==> src/rtl/assert_macros.svh <==
// Assertion macros used by rotation_matrix_to_quaternion_unit.
`ifndef ASSERT_MACROS_SVH
`define ASSERT_MACROS_SVH
`ifndef SYNTHESIS
// Checks a property on every rising clock edge outside reset.
`define R2Q_ASSERT(label, clk, rst_n, prop) \
	label: assert property (@(posedge clk) disable iff (!rst_n) (prop)) \
		else $error("r2q assertion failed");
// Checks that a condition implies a consequence in the same cycle.
`define R2Q_ASSERT_IMPL(label, clk, rst_n, cond, cons) \
	label: assert property (@(posedge clk) disable iff (!rst_n) (cond) |-> (cons)) \
		else $error("r2q implication failed");
`else
`define R2Q_ASSERT(label, clk, rst_n, prop)
`define R2Q_ASSERT_IMPL(label, clk, rst_n, cond, cons)
`endif
`endif

==> src/rtl/r2q_pkg.sv <==
// ----------------------------------------------------------------------------
// r2q_pkg
// Types and constants of the rotation matrix to quaternion unit.
// ----------------------------------------------------------------------------
package r2q_pkg;

	localparam int DATA_WIDTH = 16;
	localparam int FRAC_BITS  = 14;
	localparam int THR_W      = 15;
	localparam int VEC_W      = 19;
	localparam int MAG_W      = 18;
	localparam int NM_W       = 20;
	localparam int NORM_TOP   = 19;
	localparam int SQ_W       = 40;
	localparam int SUM_W      = 42;
	localparam int RAD_W      = 64;
	localparam int ROOT_W     = 31;
	localparam int SQRT_CELLS = 31;
	localparam int DIV_CELLS  = 16;
	localparam int REM_W      = 47;
	localparam int QUO_W      = 16;
	localparam int LATENCY    = 53;

	localparam logic [1:0] BR_TRACE = 2'd0;
	localparam logic [1:0] BR_X     = 2'd1;
	localparam logic [1:0] BR_Y     = 2'd2;
	localparam logic [1:0] BR_Z     = 2'd3;

	typedef struct packed {
		logic signed [DATA_WIDTH-1:0] m00;
		logic signed [DATA_WIDTH-1:0] m01;
		logic signed [DATA_WIDTH-1:0] m02;
		logic signed [DATA_WIDTH-1:0] m10;
		logic signed [DATA_WIDTH-1:0] m11;
		logic signed [DATA_WIDTH-1:0] m12;
		logic signed [DATA_WIDTH-1:0] m20;
		logic signed [DATA_WIDTH-1:0] m21;
		logic signed [DATA_WIDTH-1:0] m22;
	} operand_t;

	typedef struct packed {
		logic signed [DATA_WIDTH-1:0] qw;
		logic signed [DATA_WIDTH-1:0] qx;
		logic signed [DATA_WIDTH-1:0] qy;
		logic signed [DATA_WIDTH-1:0] qz;
		logic [1:0]                   branch_taken;
	} result_t;

	// Side information that travels with a transaction down the cell chains.
	typedef struct packed {
		logic [3:0][NM_W-1:0] nm;
		logic [3:0]           neg;
		logic [1:0]           br;
		logic                 zero;
	} carry_t;

endpackage

==> src/rtl/r2q_div_cell.sv <==
// ----------------------------------------------------------------------------
// r2q_div_cell
// One quotient bit of restoring division, for all four components at once.
// ----------------------------------------------------------------------------
module r2q_div_cell import r2q_pkg::*; (
	input  logic                  clk,
	input  logic                  arst_n,
	input  logic [3:0]            bit_idx,
	input  logic                  valid_i,
	input  carry_t                carry_i,
	input  logic [ROOT_W-1:0]     root_i,
	input  logic [3:0][REM_W-1:0] rem_i,
	input  logic [3:0][QUO_W-1:0] quo_i,
	output logic                  valid_o,
	output carry_t                carry_o,
	output logic [ROOT_W-1:0]     root_o,
	output logic [3:0][REM_W-1:0] rem_o,
	output logic [3:0][QUO_W-1:0] quo_o
);

	logic [REM_W-1:0] trial;

	assign trial = REM_W'(root_i) << bit_idx;

	always_ff @(posedge clk or negedge arst_n) begin
		if (!arst_n) begin
			valid_o <= 1'b0;
		end else begin
			valid_o <= valid_i;
		end
	end

	always_ff @(posedge clk) begin
		carry_o <= carry_i;
		root_o  <= root_i;
		for (int i = 0; i < 4; i++) begin
			if (rem_i[i] >= trial) begin
				rem_o[i] <= rem_i[i] - trial;
				quo_o[i] <= quo_i[i] | (QUO_W'(1) << bit_idx);
			end else begin
				rem_o[i] <= rem_i[i];
				quo_o[i] <= quo_i[i];
			end
		end
	end

endmodule

==> config.mk <==
export PLATFORM = sky130hd
export DESIGN_NAME = r2q_div_cell
export DESIGN_NICKNAME = d
export VERILOG_FILES = /design/src/rtl/assert_macros.svh /design/src/rtl/r2q_pkg.sv /design/src/rtl/r2q_div_cell.sv
export SDC_FILE = /design/constraint.sdc
export NUM_CORES = 1
export LEC_CHECK = 0
export BUFFER_PORTS_ARGS = -buffer_cell sky130_fd_sc_hd__buf_2
export CAP_MARGIN = 20
export CORE_AREA = 2 2 294 296
export DETAILED_ROUTE_END_ITERATION = 6
export DIE_AREA = 0 0 296 298
export HOLD_SLACK_MARGIN = 0.1
export PLACE_DENSITY = 0.47
export SYNTH_ARGS = -nofsm -noshare
export SYNTH_HDL_FRONTEND = slang
export SYNTH_SLANG_ARGS = --single-unit
==> constraint.sdc <==
create_clock -name clk -period 0.8 [get_ports clk]
set_input_delay 0.04 -clock clk [delete_from_list [all_inputs] [get_ports clk]]
set_output_delay 0.04 -clock clk [all_outputs]
set_load 0.03 [all_outputs]
==> flow_metrics.py <==
metrics = {
    "status": {
        "status": "finished with violations",
        "failed_checks": "setup timing",
    },
    "timing": {
        "fmax_mhz": 291.2,
        "fin_ws_ns": -2.634,
        "whs_ns": 0.05740,
        "finalCritPeriodShare": 4.292,
        "setup_viol": 630,
        "hold_viol": 0,
        "report.final.slew_viol_count": 0,
        "period_needed_ns": 3.434,
        "slew_headroom": 0.6118,
        "grt_setup_unrepaired": "yes",
        "worstMarginPinSlew_ns": 0.5770,
    },
    "floorplanning": {
        "die_w_um": 296,
        "ioPinCount": 748,
        "dieArea_mm2": 0.08821,
        "rows": 107,
        "fp.dieH_um": 298,
        "initial_core_util": 0.2594,
        "coreArea_mm2": 0.08488,
    },
    "drt": {
        "via_per_inst": 4.793,
        "route.vias.total": 28766,
        "final_antenna_net_count": 0,
        "drt_first_pass_iters": 5,
        "drtIter0Drc": 1404,
        "post_drt_wl_per_cell_um": 22.08,
        "drt-total-wl_um": 132500,
        "drc": 0,
    },
    "synth": {
        "synthArstFlopShare": 0.002695,
        "synthDistinctLibCells": 92,
        "synth_edf_count": 0,
        "synth_nets": 3152,
        "synthFlopType": "dfxtp_1",
        "ys_ff_latch": 371,
        "syn_area_mm2": 0.02202,
        "netlist_instances": 2583,
        "yosysSeqAreaShare": 0.3375,
        "yosysTopAreaCellShare": 0.3364,
        "synth_area_per_cell_um2": 8.525,
        "synth_area_leaders": "dfxtp_1 (34%), ha_1 (11%), a21oi_1 (6.6%)",
        "ys_warn_count": 0,
        "synth_top_area_cell": "dfxtp_1",
    },
    "setup_path": {
        "cp_cell_sequence": "buf_16 -> mux4_2 -> mux2i_2 -> nor2_1 -> a21oi_2 -> buf_4 -> ha_4 -> and2_4 -> a221o_1 -> a31o_1 -> a221o_1 -> a31o_4 -> a211oi_4 -> o31ai_2 -> a21oi_1 -> nor2_1 -> mux2_4",
        "critical_path_buf_inv_count": 2,
        "cp-start-kind": "input pin",
        "cp_top_family": "compound AO/OA/AOI/OAI gates",
        "cp_slowest_cell": "mux4_2",
        "cp_data_required_time_ns": 1.29,
        "path_max_fanout": 7,
        "worst_ep_arrival_time_ns": 3.93,
        "path_class": "in -> reg",
        "slowest_delay_ns": 0.54,
        "endpoint_kind": "register",
    },
    "place": {
        "dp_slack_ns": -3.685,
        "globalplace.congestion": 0.9530,
        "hpwl_um": 101100,
        "portBuffers": 747,
        "place_area_mm2": 0.03479,
    },
    "layout": {
        "nFillCells": 7702,
        "layout-drive-gt1-share": 0.5217,
        "syn2layout_area_growth_pct": 111.1,
        "design_area_mm2": 0.04649,
        "seq_area_mm2": 0.007432,
        "utilization": 0.5477,
        "multiInputGateArea_mm2": 0.01742,
        "fin_nets": 5383,
    },
    "cts": {
        "htree_levels": 2,
        "cts_root_buffer": "clkbuf_16",
        "cts.sinks": 371,
        "cts-buffers-inserted": 46,
        "tritoncts": "done",
        "path_clk_slew_ns": 0.06,
        "max-clock-path-buffers": 3,
    },
    "global_routing": {
        "grt_pass1_vias": 28531,
        "grt_pass1_wl_um": 180700,
        "grt_usage": 0.2781,
        "grt_max_degree": 31,
        "antenna_found_initial": 26,
        "gr-total-overflow": 0,
    },
    "power_and_ir_drop": {
        "p_per_area_mw_per_mm2": 2102,
        "fin_total_pwr_mw": 97.72,
        "ir_drop_uv": 1677,
        "p_leak_nw": 21.97,
    },
    "worst_hold_path": {
        "whs_endpoint": "rem_o[150]",
        "whs_path_depth": 5,
        "hold_class": "in -> reg",
        "worstHoldStart": "rem_i[150]",
    },
    "flow_run": {
        "maxCapViolCount": 0,
    },
}
==> worst max-delay path by stage <==
stage                     startpoint          to  cells past startpoint
after floorplan           bit_idx[0]  rem_o[140]                     17
after global placement    bit_idx[1]   rem_o[87]                     18
after detailed placement  bit_idx[1]   rem_o[87]                     20
after CTS                 bit_idx[0]   rem_o[91]                     18
after global routing      bit_idx[0]  rem_o[140]                     17
final                     bit_idx[0]  rem_o[140]                     17
==> layout by cell type (no fill, tap or decap), drive strengths merged, types with 53 or more instances in the layout <==
| cell type | instances |
|---|---|
| mux2 | 53 |
| nand2 | 231 |
| o21ai | 169 |
| xor2 | 66 |
| dlygate4sd3 | 463 |
| a21o | 163 |
| inv | 70 |
| xnor2 | 102 |
| a21oi | 294 |
| dfxtp | 370 |
| nor2 | 230 |
| clkbuf | 75 |
| buf | 1828 |
| ha | 188 |
==> where the power goes <==
part | total (mW) | internal [mW] | switching (mW) | leakage, nW
combinational | 51.3 | 23.5 | 27.8 | 18.0
clock | 22.9 | 13.7 | 9.24 | 0.797
sequential | 23.5 | 22.0 | 1.46 | 3.13
==> routing by layer <==
layer,vias to the layer above,global-route usage,wire [um]
met5,-,0,203
met4,30,0.1176,6156
met3,239,0.04998,8504
met2,1005,0.4703,62240
met1,13644,0.3447,55410
li1,13848,-,-
==> stage by stage <==
stage,TNS (ns),instances
floorplan,-661.45,2583
global placement,-870.48,5280
detailed placement,-874.33,5280
CTS,-731.09,5924
global route,-768.21,5996
finish,-730.36,6002
==> cells in the mapped netlist, types with 19 or more instances <==
cell      number
nand3_1       50
mux2_2        41
mux2i_1       30
ha_1         188
dfxtp_1      370
a21oi_1      292
buf_2         20
xnor2_1      102
inv_1         66
o21bai_1      44
nor3_1        31
a31oi_1       31
clkbuf_1      95
o21ai_0      161
a21o_1       163
nand4_1       45
nand2_1      231
xor2_1        66
nor2b_1       31
nor2_1       230
nand2b_1      19
==> area by class of cell <==
class | count | area share
flip-flops and latches | 371 | 0.1599
inverters | 66 | 0.005383
clock inverters | 26 | 0.007671
repair buffers | 2307 | 0.3936
clock buffers | 59 | 0.02756
diodes | 7 | 0.0003768
well taps | 1144 | 0.03079
multi-input cells | 2022 | 0.3747
==> what timing repair did <==
item / 4_1_cts / 5_1_grt
hold endpoints to repair: 372 / 11
pin swaps: 82 / 183
hold buffers: 461 / 2
buffers inserted: 87 / 65
cloned: 13 / 19
gates resized for setup: 305 / 509
setup endpoints to repair: 623 / 627
==> registers in the layout (all words and copies together) (netlist names) <==
signal   cells
rem_o      188
root_o      31
valid_o      1
carry_o     87
quo_o       64
==> cell families after synthesis <==
kind of cell | synth area share
fa+ha+maj | 0.1105
xor+xnor | 0.06682
flops | 0.3375
compound gates | 0.2490
buf+inv | 0.03455
mux | 0.05625
simple gates | 0.1454
Power figures use the tool's default switching activity.
