`config.mk`:
```
export PLATFORM = sky130hd
export DESIGN_NAME = r2q_front
export DESIGN_NICKNAME = d
export VERILOG_FILES = /design/src/rtl/assert_macros.svh /design/src/rtl/r2q_pkg.sv /design/src/rtl/r2q_front.sv
export SDC_FILE = /design/constraint.sdc
export NUM_CORES = 2
export LEC_CHECK = 0
export BUFFER_PORTS_ARGS = -buffer_cell sky130_fd_sc_hd__clkbuf_2
export CAP_MARGIN = 20
export CORE_ASPECT_RATIO = 0.9
export CORE_MARGIN = 1
export CORE_UTILIZATION = 43
export CTS_BUF_LIST = sky130_fd_sc_hd__clkbuf_4 sky130_fd_sc_hd__clkbuf_8 sky130_fd_sc_hd__clkbuf_16
export CTS_CLUSTER_DIAMETER = 100
export DETAILED_ROUTE_END_ITERATION = 16
export PLACE_DENSITY = 0.68
export SLEW_MARGIN = 5
export SYNTH_ARGS = -nofsm -noshare
export SYNTH_HDL_FRONTEND = slang
export SYNTH_SLANG_ARGS = --single-unit
```
`constraint.sdc`:
```
create_clock -name clk -period 9.1 [get_ports clk]
set_input_delay 1.82 -clock clk [delete_from_list [all_inputs] [get_ports clk]]
set_output_delay 1.82 -clock clk [all_outputs]
set_load 0.1 [all_outputs]
```
`src/rtl/assert_macros.svh`:
```
// Assertion macros used by rotation_matrix_to_quaternion_unit.
`ifndef ASSERT_MACROS_SVH
`define ASSERT_MACROS_SVH
`ifndef SYNTHESIS
// Checks a property on every rising clock edge outside reset.
`define R2Q_ASSERT(label, clk, rst_n, prop) \
	label: assert property (@(posedge clk) disable iff (!rst_n) (prop)) \
		else $error("r2q assertion failed");
// Checks that a condition implies a consequence in the same cycle.
`define R2Q_ASSERT_IMPL(label, clk, rst_n, cond, cons) \
	label: assert property (@(posedge clk) disable iff (!rst_n) (cond) |-> (cons)) \
		else $error("r2q implication failed");
`else
`define R2Q_ASSERT(label, clk, rst_n, prop)
`define R2Q_ASSERT_IMPL(label, clk, rst_n, cond, cons)
`endif
`endif

```
`src/rtl/r2q_pkg.sv`:
```
// ----------------------------------------------------------------------------
// r2q_pkg
// Types and constants of the rotation matrix to quaternion unit.
// ----------------------------------------------------------------------------
package r2q_pkg;

	localparam int DATA_WIDTH = 16;
	localparam int FRAC_BITS  = 14;
	localparam int THR_W      = 15;
	localparam int VEC_W      = 19;
	localparam int MAG_W      = 18;
	localparam int NM_W       = 20;
	localparam int NORM_TOP   = 19;
	localparam int SQ_W       = 40;
	localparam int SUM_W      = 42;
	localparam int RAD_W      = 64;
	localparam int ROOT_W     = 31;
	localparam int SQRT_CELLS = 31;
	localparam int DIV_CELLS  = 16;
	localparam int REM_W      = 47;
	localparam int QUO_W      = 16;
	localparam int LATENCY    = 53;

	localparam logic [1:0] BR_TRACE = 2'd0;
	localparam logic [1:0] BR_X     = 2'd1;
	localparam logic [1:0] BR_Y     = 2'd2;
	localparam logic [1:0] BR_Z     = 2'd3;

	typedef struct packed {
		logic signed [DATA_WIDTH-1:0] m00;
		logic signed [DATA_WIDTH-1:0] m01;
		logic signed [DATA_WIDTH-1:0] m02;
		logic signed [DATA_WIDTH-1:0] m10;
		logic signed [DATA_WIDTH-1:0] m11;
		logic signed [DATA_WIDTH-1:0] m12;
		logic signed [DATA_WIDTH-1:0] m20;
		logic signed [DATA_WIDTH-1:0] m21;
		logic signed [DATA_WIDTH-1:0] m22;
	} operand_t;

	typedef struct packed {
		logic signed [DATA_WIDTH-1:0] qw;
		logic signed [DATA_WIDTH-1:0] qx;
		logic signed [DATA_WIDTH-1:0] qy;
		logic signed [DATA_WIDTH-1:0] qz;
		logic [1:0]                   branch_taken;
	} result_t;

	// Side information that travels with a transaction down the cell chains.
	typedef struct packed {
		logic [3:0][NM_W-1:0] nm;
		logic [3:0]           neg;
		logic [1:0]           br;
		logic                 zero;
	} carry_t;

endpackage

```
`src/rtl/r2q_front.sv`:
```
// ----------------------------------------------------------------------------
// r2q_front
// Branch selection, vector build, magnitude normalization and sum of squares.
// ----------------------------------------------------------------------------
module r2q_front import r2q_pkg::*; (
	input  logic             clk,
	input  logic             arst_n,
	input  logic             accept,
	input  operand_t         operand,
	input  logic [THR_W-1:0] thr,
	output logic             valid_o,
	output carry_t           carry_o,
	output logic [SUM_W-1:0] nsum_o
);

	localparam logic signed [VEC_W-1:0] ONE = VEC_W'(1) << FRAC_BITS;

	logic signed [VEC_W-1:0] a00, a01, a02, a10, a11, a12, a20, a21, a22;
	logic signed [VEC_W-1:0] r0, rb;
	logic signed [VEC_W-1:0] v [4];
	logic [1:0]              br;

	logic                    valid_s1, valid_s2, valid_s3, valid_s4;
	logic [3:0][MAG_W-1:0]   mag_s1;
	logic [3:0]              neg_s1;
	logic [1:0]              br_s1;
	logic                    zero_s1;
	carry_t                  carry_s2, carry_s3, carry_s4;
	logic [3:0][SQ_W-1:0]    sq_s3;
	logic [SUM_W-1:0]        nsum_s4;

	logic [MAG_W-1:0]        ored;
	logic [4:0]              top;
	logic [4:0]              sh;

	always_comb begin
		a00 = VEC_W'(operand.m00);
		a01 = VEC_W'(operand.m01);
		a02 = VEC_W'(operand.m02);
		a10 = VEC_W'(operand.m10);
		a11 = VEC_W'(operand.m11);
		a12 = VEC_W'(operand.m12);
		a20 = VEC_W'(operand.m20);
		a21 = VEC_W'(operand.m21);
		a22 = VEC_W'(operand.m22);
		r0  = ONE + a00 + a11 + a22;
		priority if (r0 > $signed({4'b0, thr})) begin
			br = BR_TRACE;
			rb = r0;
			v[0] = r0;        v[1] = a21 - a12; v[2] = a02 - a20; v[3] = a10 - a01;
		end else if (a00 > a11 && a00 > a22) begin
			br = BR_X;
			rb = ONE + a00 - a11 - a22;
			v[0] = a21 - a12; v[1] = rb;        v[2] = a01 + a10; v[3] = a02 + a20;
		end else if (a11 > a22) begin
			br = BR_Y;
			rb = ONE + a11 - a00 - a22;
			v[0] = a02 - a20; v[1] = a01 + a10; v[2] = rb;        v[3] = a12 + a21;
		end else begin
			br = BR_Z;
			rb = ONE + a22 - a00 - a11;
			v[0] = a10 - a01; v[1] = a02 + a20; v[2] = a12 + a21; v[3] = rb;
		end
	end

	always_ff @(posedge clk or negedge arst_n) begin
		if (!arst_n) begin
			valid_s1 <= 1'b0;
			valid_s2 <= 1'b0;
			valid_s3 <= 1'b0;
			valid_s4 <= 1'b0;
		end else begin
			valid_s1 <= accept;
			valid_s2 <= valid_s1;
			valid_s3 <= valid_s2;
			valid_s4 <= valid_s3;
		end
	end

	always_ff @(posedge clk) begin
		for (int i = 0; i < 4; i++) begin
			neg_s1[i] <= v[i][VEC_W-1];
			mag_s1[i] <= v[i][VEC_W-1] ? MAG_W'(-v[i]) : MAG_W'(v[i]);
		end
		br_s1   <= br;
		zero_s1 <= (rb <= 0);
	end

	// The top set bit of the largest magnitude is the top set bit of their OR.
	always_comb begin
		ored = mag_s1[0] | mag_s1[1] | mag_s1[2] | mag_s1[3];
		top  = '0;
		for (int i = 0; i < MAG_W; i++) begin
			if (ored[i]) begin
				top = 5'(i);
			end
		end
		sh = 5'(NORM_TOP) - top;
	end

	always_ff @(posedge clk) begin
		for (int i = 0; i < 4; i++) begin
			carry_s2.nm[i] <= NM_W'(mag_s1[i]) << sh;
		end
		carry_s2.neg  <= neg_s1;
		carry_s2.br   <= br_s1;
		carry_s2.zero <= zero_s1 || (ored == '0);
	end

	always_ff @(posedge clk) begin
		for (int i = 0; i < 4; i++) begin
			sq_s3[i] <= SQ_W'(carry_s2.nm[i]) * SQ_W'(carry_s2.nm[i]);
		end
		carry_s3 <= carry_s2;
	end

	always_ff @(posedge clk) begin
		nsum_s4  <= SUM_W'(sq_s3[0]) + SUM_W'(sq_s3[1]) + SUM_W'(sq_s3[2]) + SUM_W'(sq_s3[3]);
		carry_s4 <= carry_s3;
	end

	assign valid_o = valid_s4;
	assign carry_o = carry_s4;
	assign nsum_o  = nsum_s4;

endmodule

```
==> impl_metrics.py <==
metrics = {
    "placed_design": {
        "port_buffers": 291,
        "place_hpwl_um": 200600,
        "dp_cells": 11130,
        "place_ws_ns": 0.6923,
        "place_congestion": 1.007,
    },
    "routing": {
        "firstDrtPassIters": 6,
        "drc": 0,
        "drt_wl_total_um": 236300,
        "antenna_left": 0,
        "vias": 60440,
        "avgViaCountPerCell": 5.369,
        "first_iter_violations": 4490,
        "wire_per_inst_um": 20.99,
    },
    "hold_path": {
        "hp-class": "reg -> reg",
        "hold_path_startpoint": "carry_s3[51]$_DFF_P_",
    },
    "grt": {
        "grt_max_degree": 73,
        "grt-ovfl-total": 0,
        "grt_pass1_vias": 63440,
        "antenna_found_initial": 16,
        "track_usage_pct": 25.58,
        "grt_pass1_wl_um": 366100,
    },
    "final_layout": {
        "drive_gt1_share_pct": 7.484,
        "layout.cells.non_filler": 11260,
        "num-nets-final": 11170,
        "area_growth_pct": 8.306,
    },
    "floorplan": {
        "die_area_sq_um": 186200,
        "initial_utilization_pct": 43.28,
        "fp-row-count": 149,
        "coreArea_sq_um": 183300,
        "die_h_um": 409.5,
        "ioPinCount": 292,
        "die_x_um": 454.7,
    },
    "sta": {
        "finalCriticalPeriod_ns": 8.177,
        "tns_ns": 0,
        "fin_skew_ns": 0.05566,
        "fmax_mhz": 122.3,
        "period_share_pct": 89.86,
        "layout_setup_ws_ns": 0.9225,
        "timing.max_slew.rel_slack_pct": 22.12,
        "hold_viol_final": 0,
        "worstMarginPinSlew_ns": 1.154,
        "maxSlewViolCount": 0,
        "rsz0062_at_grt": "no",
        "setup_viol": 0,
    },
    "synth": {
        "synth_area_leader_cell": "fa_1",
        "synth.most_common_cell": "inv_1",
        "ys_warn_count": 0,
        "ys_top_cells_by_area": "fa_1 32%, ha_1 15%, dfxtp_1 13%",
        "synth_cell_type_count": 108,
        "synthFlopType": "dfxtp_1",
        "synth_enable_flop_cells": 0,
        "synth_top_area_share_pct": 31.85,
        "ys_ff_latch": 538,
        "syn-mean-instance-area_sq_um": 9.234,
        "syn_nets": 10970,
        "async_reset_ff_share_pct": 0.7435,
        "yosysSeqAreaShare_pct": 13.60,
        "syn_area_sq_um": 79320,
        "syn_inst": 8590,
        "synthTopCellsByCount": "1616 x inv_1, 1262 x fa_1, 960 x ha_1",
    },
    "cts": {
        "cts-root-buf": "clkbuf_16",
        "clk_pin_slew_ns": 0.07,
        "insertion_delay_ns": 0.71,
        "cts_buffer_depth": 3,
        "cts_hold_buf": 0,
        "cts_resized": 0,
        "cts.sinks": 538,
        "cts_buffers": 67,
        "cts_tree": "done",
        "ctsHtreeMaxLevel": 3,
        "cts_setup_buffers": 0,
    },
    "critical_path": {
        "end_kind": "flip-flop",
        "max_stage_delay_ns": 0.87,
        "critPathKind": "reg -> reg",
        "arrival_ns": 8.79,
        "crit_path_frequent_cell": "fa_1",
        "cp-startpoint": "carry_s2[70]$_SDFF_PP0_",
        "cp.required_ns": 9.72,
        "crit-reg2reg-launch": "carry_s2[70]$_SDFF_PP0_",
        "path_max_fanout": 18,
        "crit_path_top_delay_cell": "dfxtp_1",
        "startpoint_type": "flip-flop",
    },
    "status": {
        "status": "completed",
    },
    "flow_run": {
        "cap_violations": 0,
    },
}
## path summary, 6_finish.rpt
path | endpoint | slack (ns) | cells after the start
setup reg to reg | sq_s3[159]$_DFF_P_ | 0.92 | 25
max in group asynchronous | valid_s1$_DFF_PN0_ | 8.05 | 1
setup / recovery | sq_s3[159]$_DFF_P_ | 0.92 | 25
min in group asynchronous | valid_s2$_DFF_PN0_ | 0.93 | 1
hold / removal | carry_o[51]$_DFF_P_ | 0.31 | 0
hold reg to reg | carry_o[51]$_DFF_P_ | 0.31 | 0
## area by class of cell
| type | count | area, sq um |
|---|---|---|
| tap | 2416 | 3023 |
| fill | 17180 | 97350 |
| clock buffer | 78 | 1790 |
| multi-input combinational | 6142 | 61300 |
| clock inverter | 42 | 526.8 |
| antenna | 9 | 22.52 |
| timing repair buffer | 410 | 2369 |
| sequential | 538 | 10790 |
| inverter | 1622 | 6088 |
## kinds of logic after synthesis
group	after synthesis	synth area share (%)
multiplexers	191	2.495
AO/OA/AOI/OAI	1286	10.72
flip-flops	538	13.60
AND/OR/NAND/NOR	2004	12.15
XOR/XNOR	437	4.825
buffers and inverters	1910	9.185
adder cells (fa/ha/maj)	2224	47.02
## cells in the final DEF, fill, tap and decap left out, drive strengths merged, types with 72 or more instances in the layout
| master | n |
|---|---|
| and2 | 307 |
| buf | 118 |
| ha | 960 |
| nand3 | 102 |
| nor2b | 72 |
| nand2 | 705 |
| a211oi | 79 |
| xor2 | 144 |
| inv | 1633 |
| a21o | 153 |
| a21oi | 360 |
| dfxtp | 534 |
| o21ai | 228 |
| mux2i | 156 |
| nor2 | 397 |
| clkbuf | 369 |
| xnor2 | 293 |
| fa | 1262 |
| nor3 | 123 |
## flip-flops by register name, summed over array words and instances (netlist names)
register,flops
carry_o,87
valid_s1,1
carry_s2,87
neg_s1,4
zero_s1,1
nsum_o,42
br_s1,2
valid_s3,1
valid_o,1
mag_s1,72
valid_s2,1
carry_s3,83
sq_s3,156
## critical path, delay by kind of cell (launching register included)
family	cells	cell delay, ns
xor+xnor	1	0.13
fa+ha+maj	8	3.76
flops	1	0.87
buf+inv	4	0.19
compound gates	10	2.71
simple gates	2	0.43
## routing by layer
layer	track usage, %	vias up	part of all wire [%]
li1	-	27840	-
met3	2.854	397	5.6
met1	33.36	30180	42
met2	42.65	2019	48
met5	0	-	0.019
met4	11.26	8	4.6
## metrics by stage
| step | util [%] | hold WS (ns) | cell area [sq um] |
|---|---|---|---|
| global placement | 45.59 | 0.3121 | 83540 |
| CTS | 46.86 | 0.3081 | 85880 |
| global route | 46.88 | 0.3120 | 85910 |
| finish | 46.88 | 0.3054 | 85910 |
| detailed placement | 45.60 | 0.3121 | 83560 |
| floorplan | - | 0.3096 | 79320 |
Power is not shown: default switching activity piles up to over one toggle a cycle in this logic, so the estimate is an artifact.
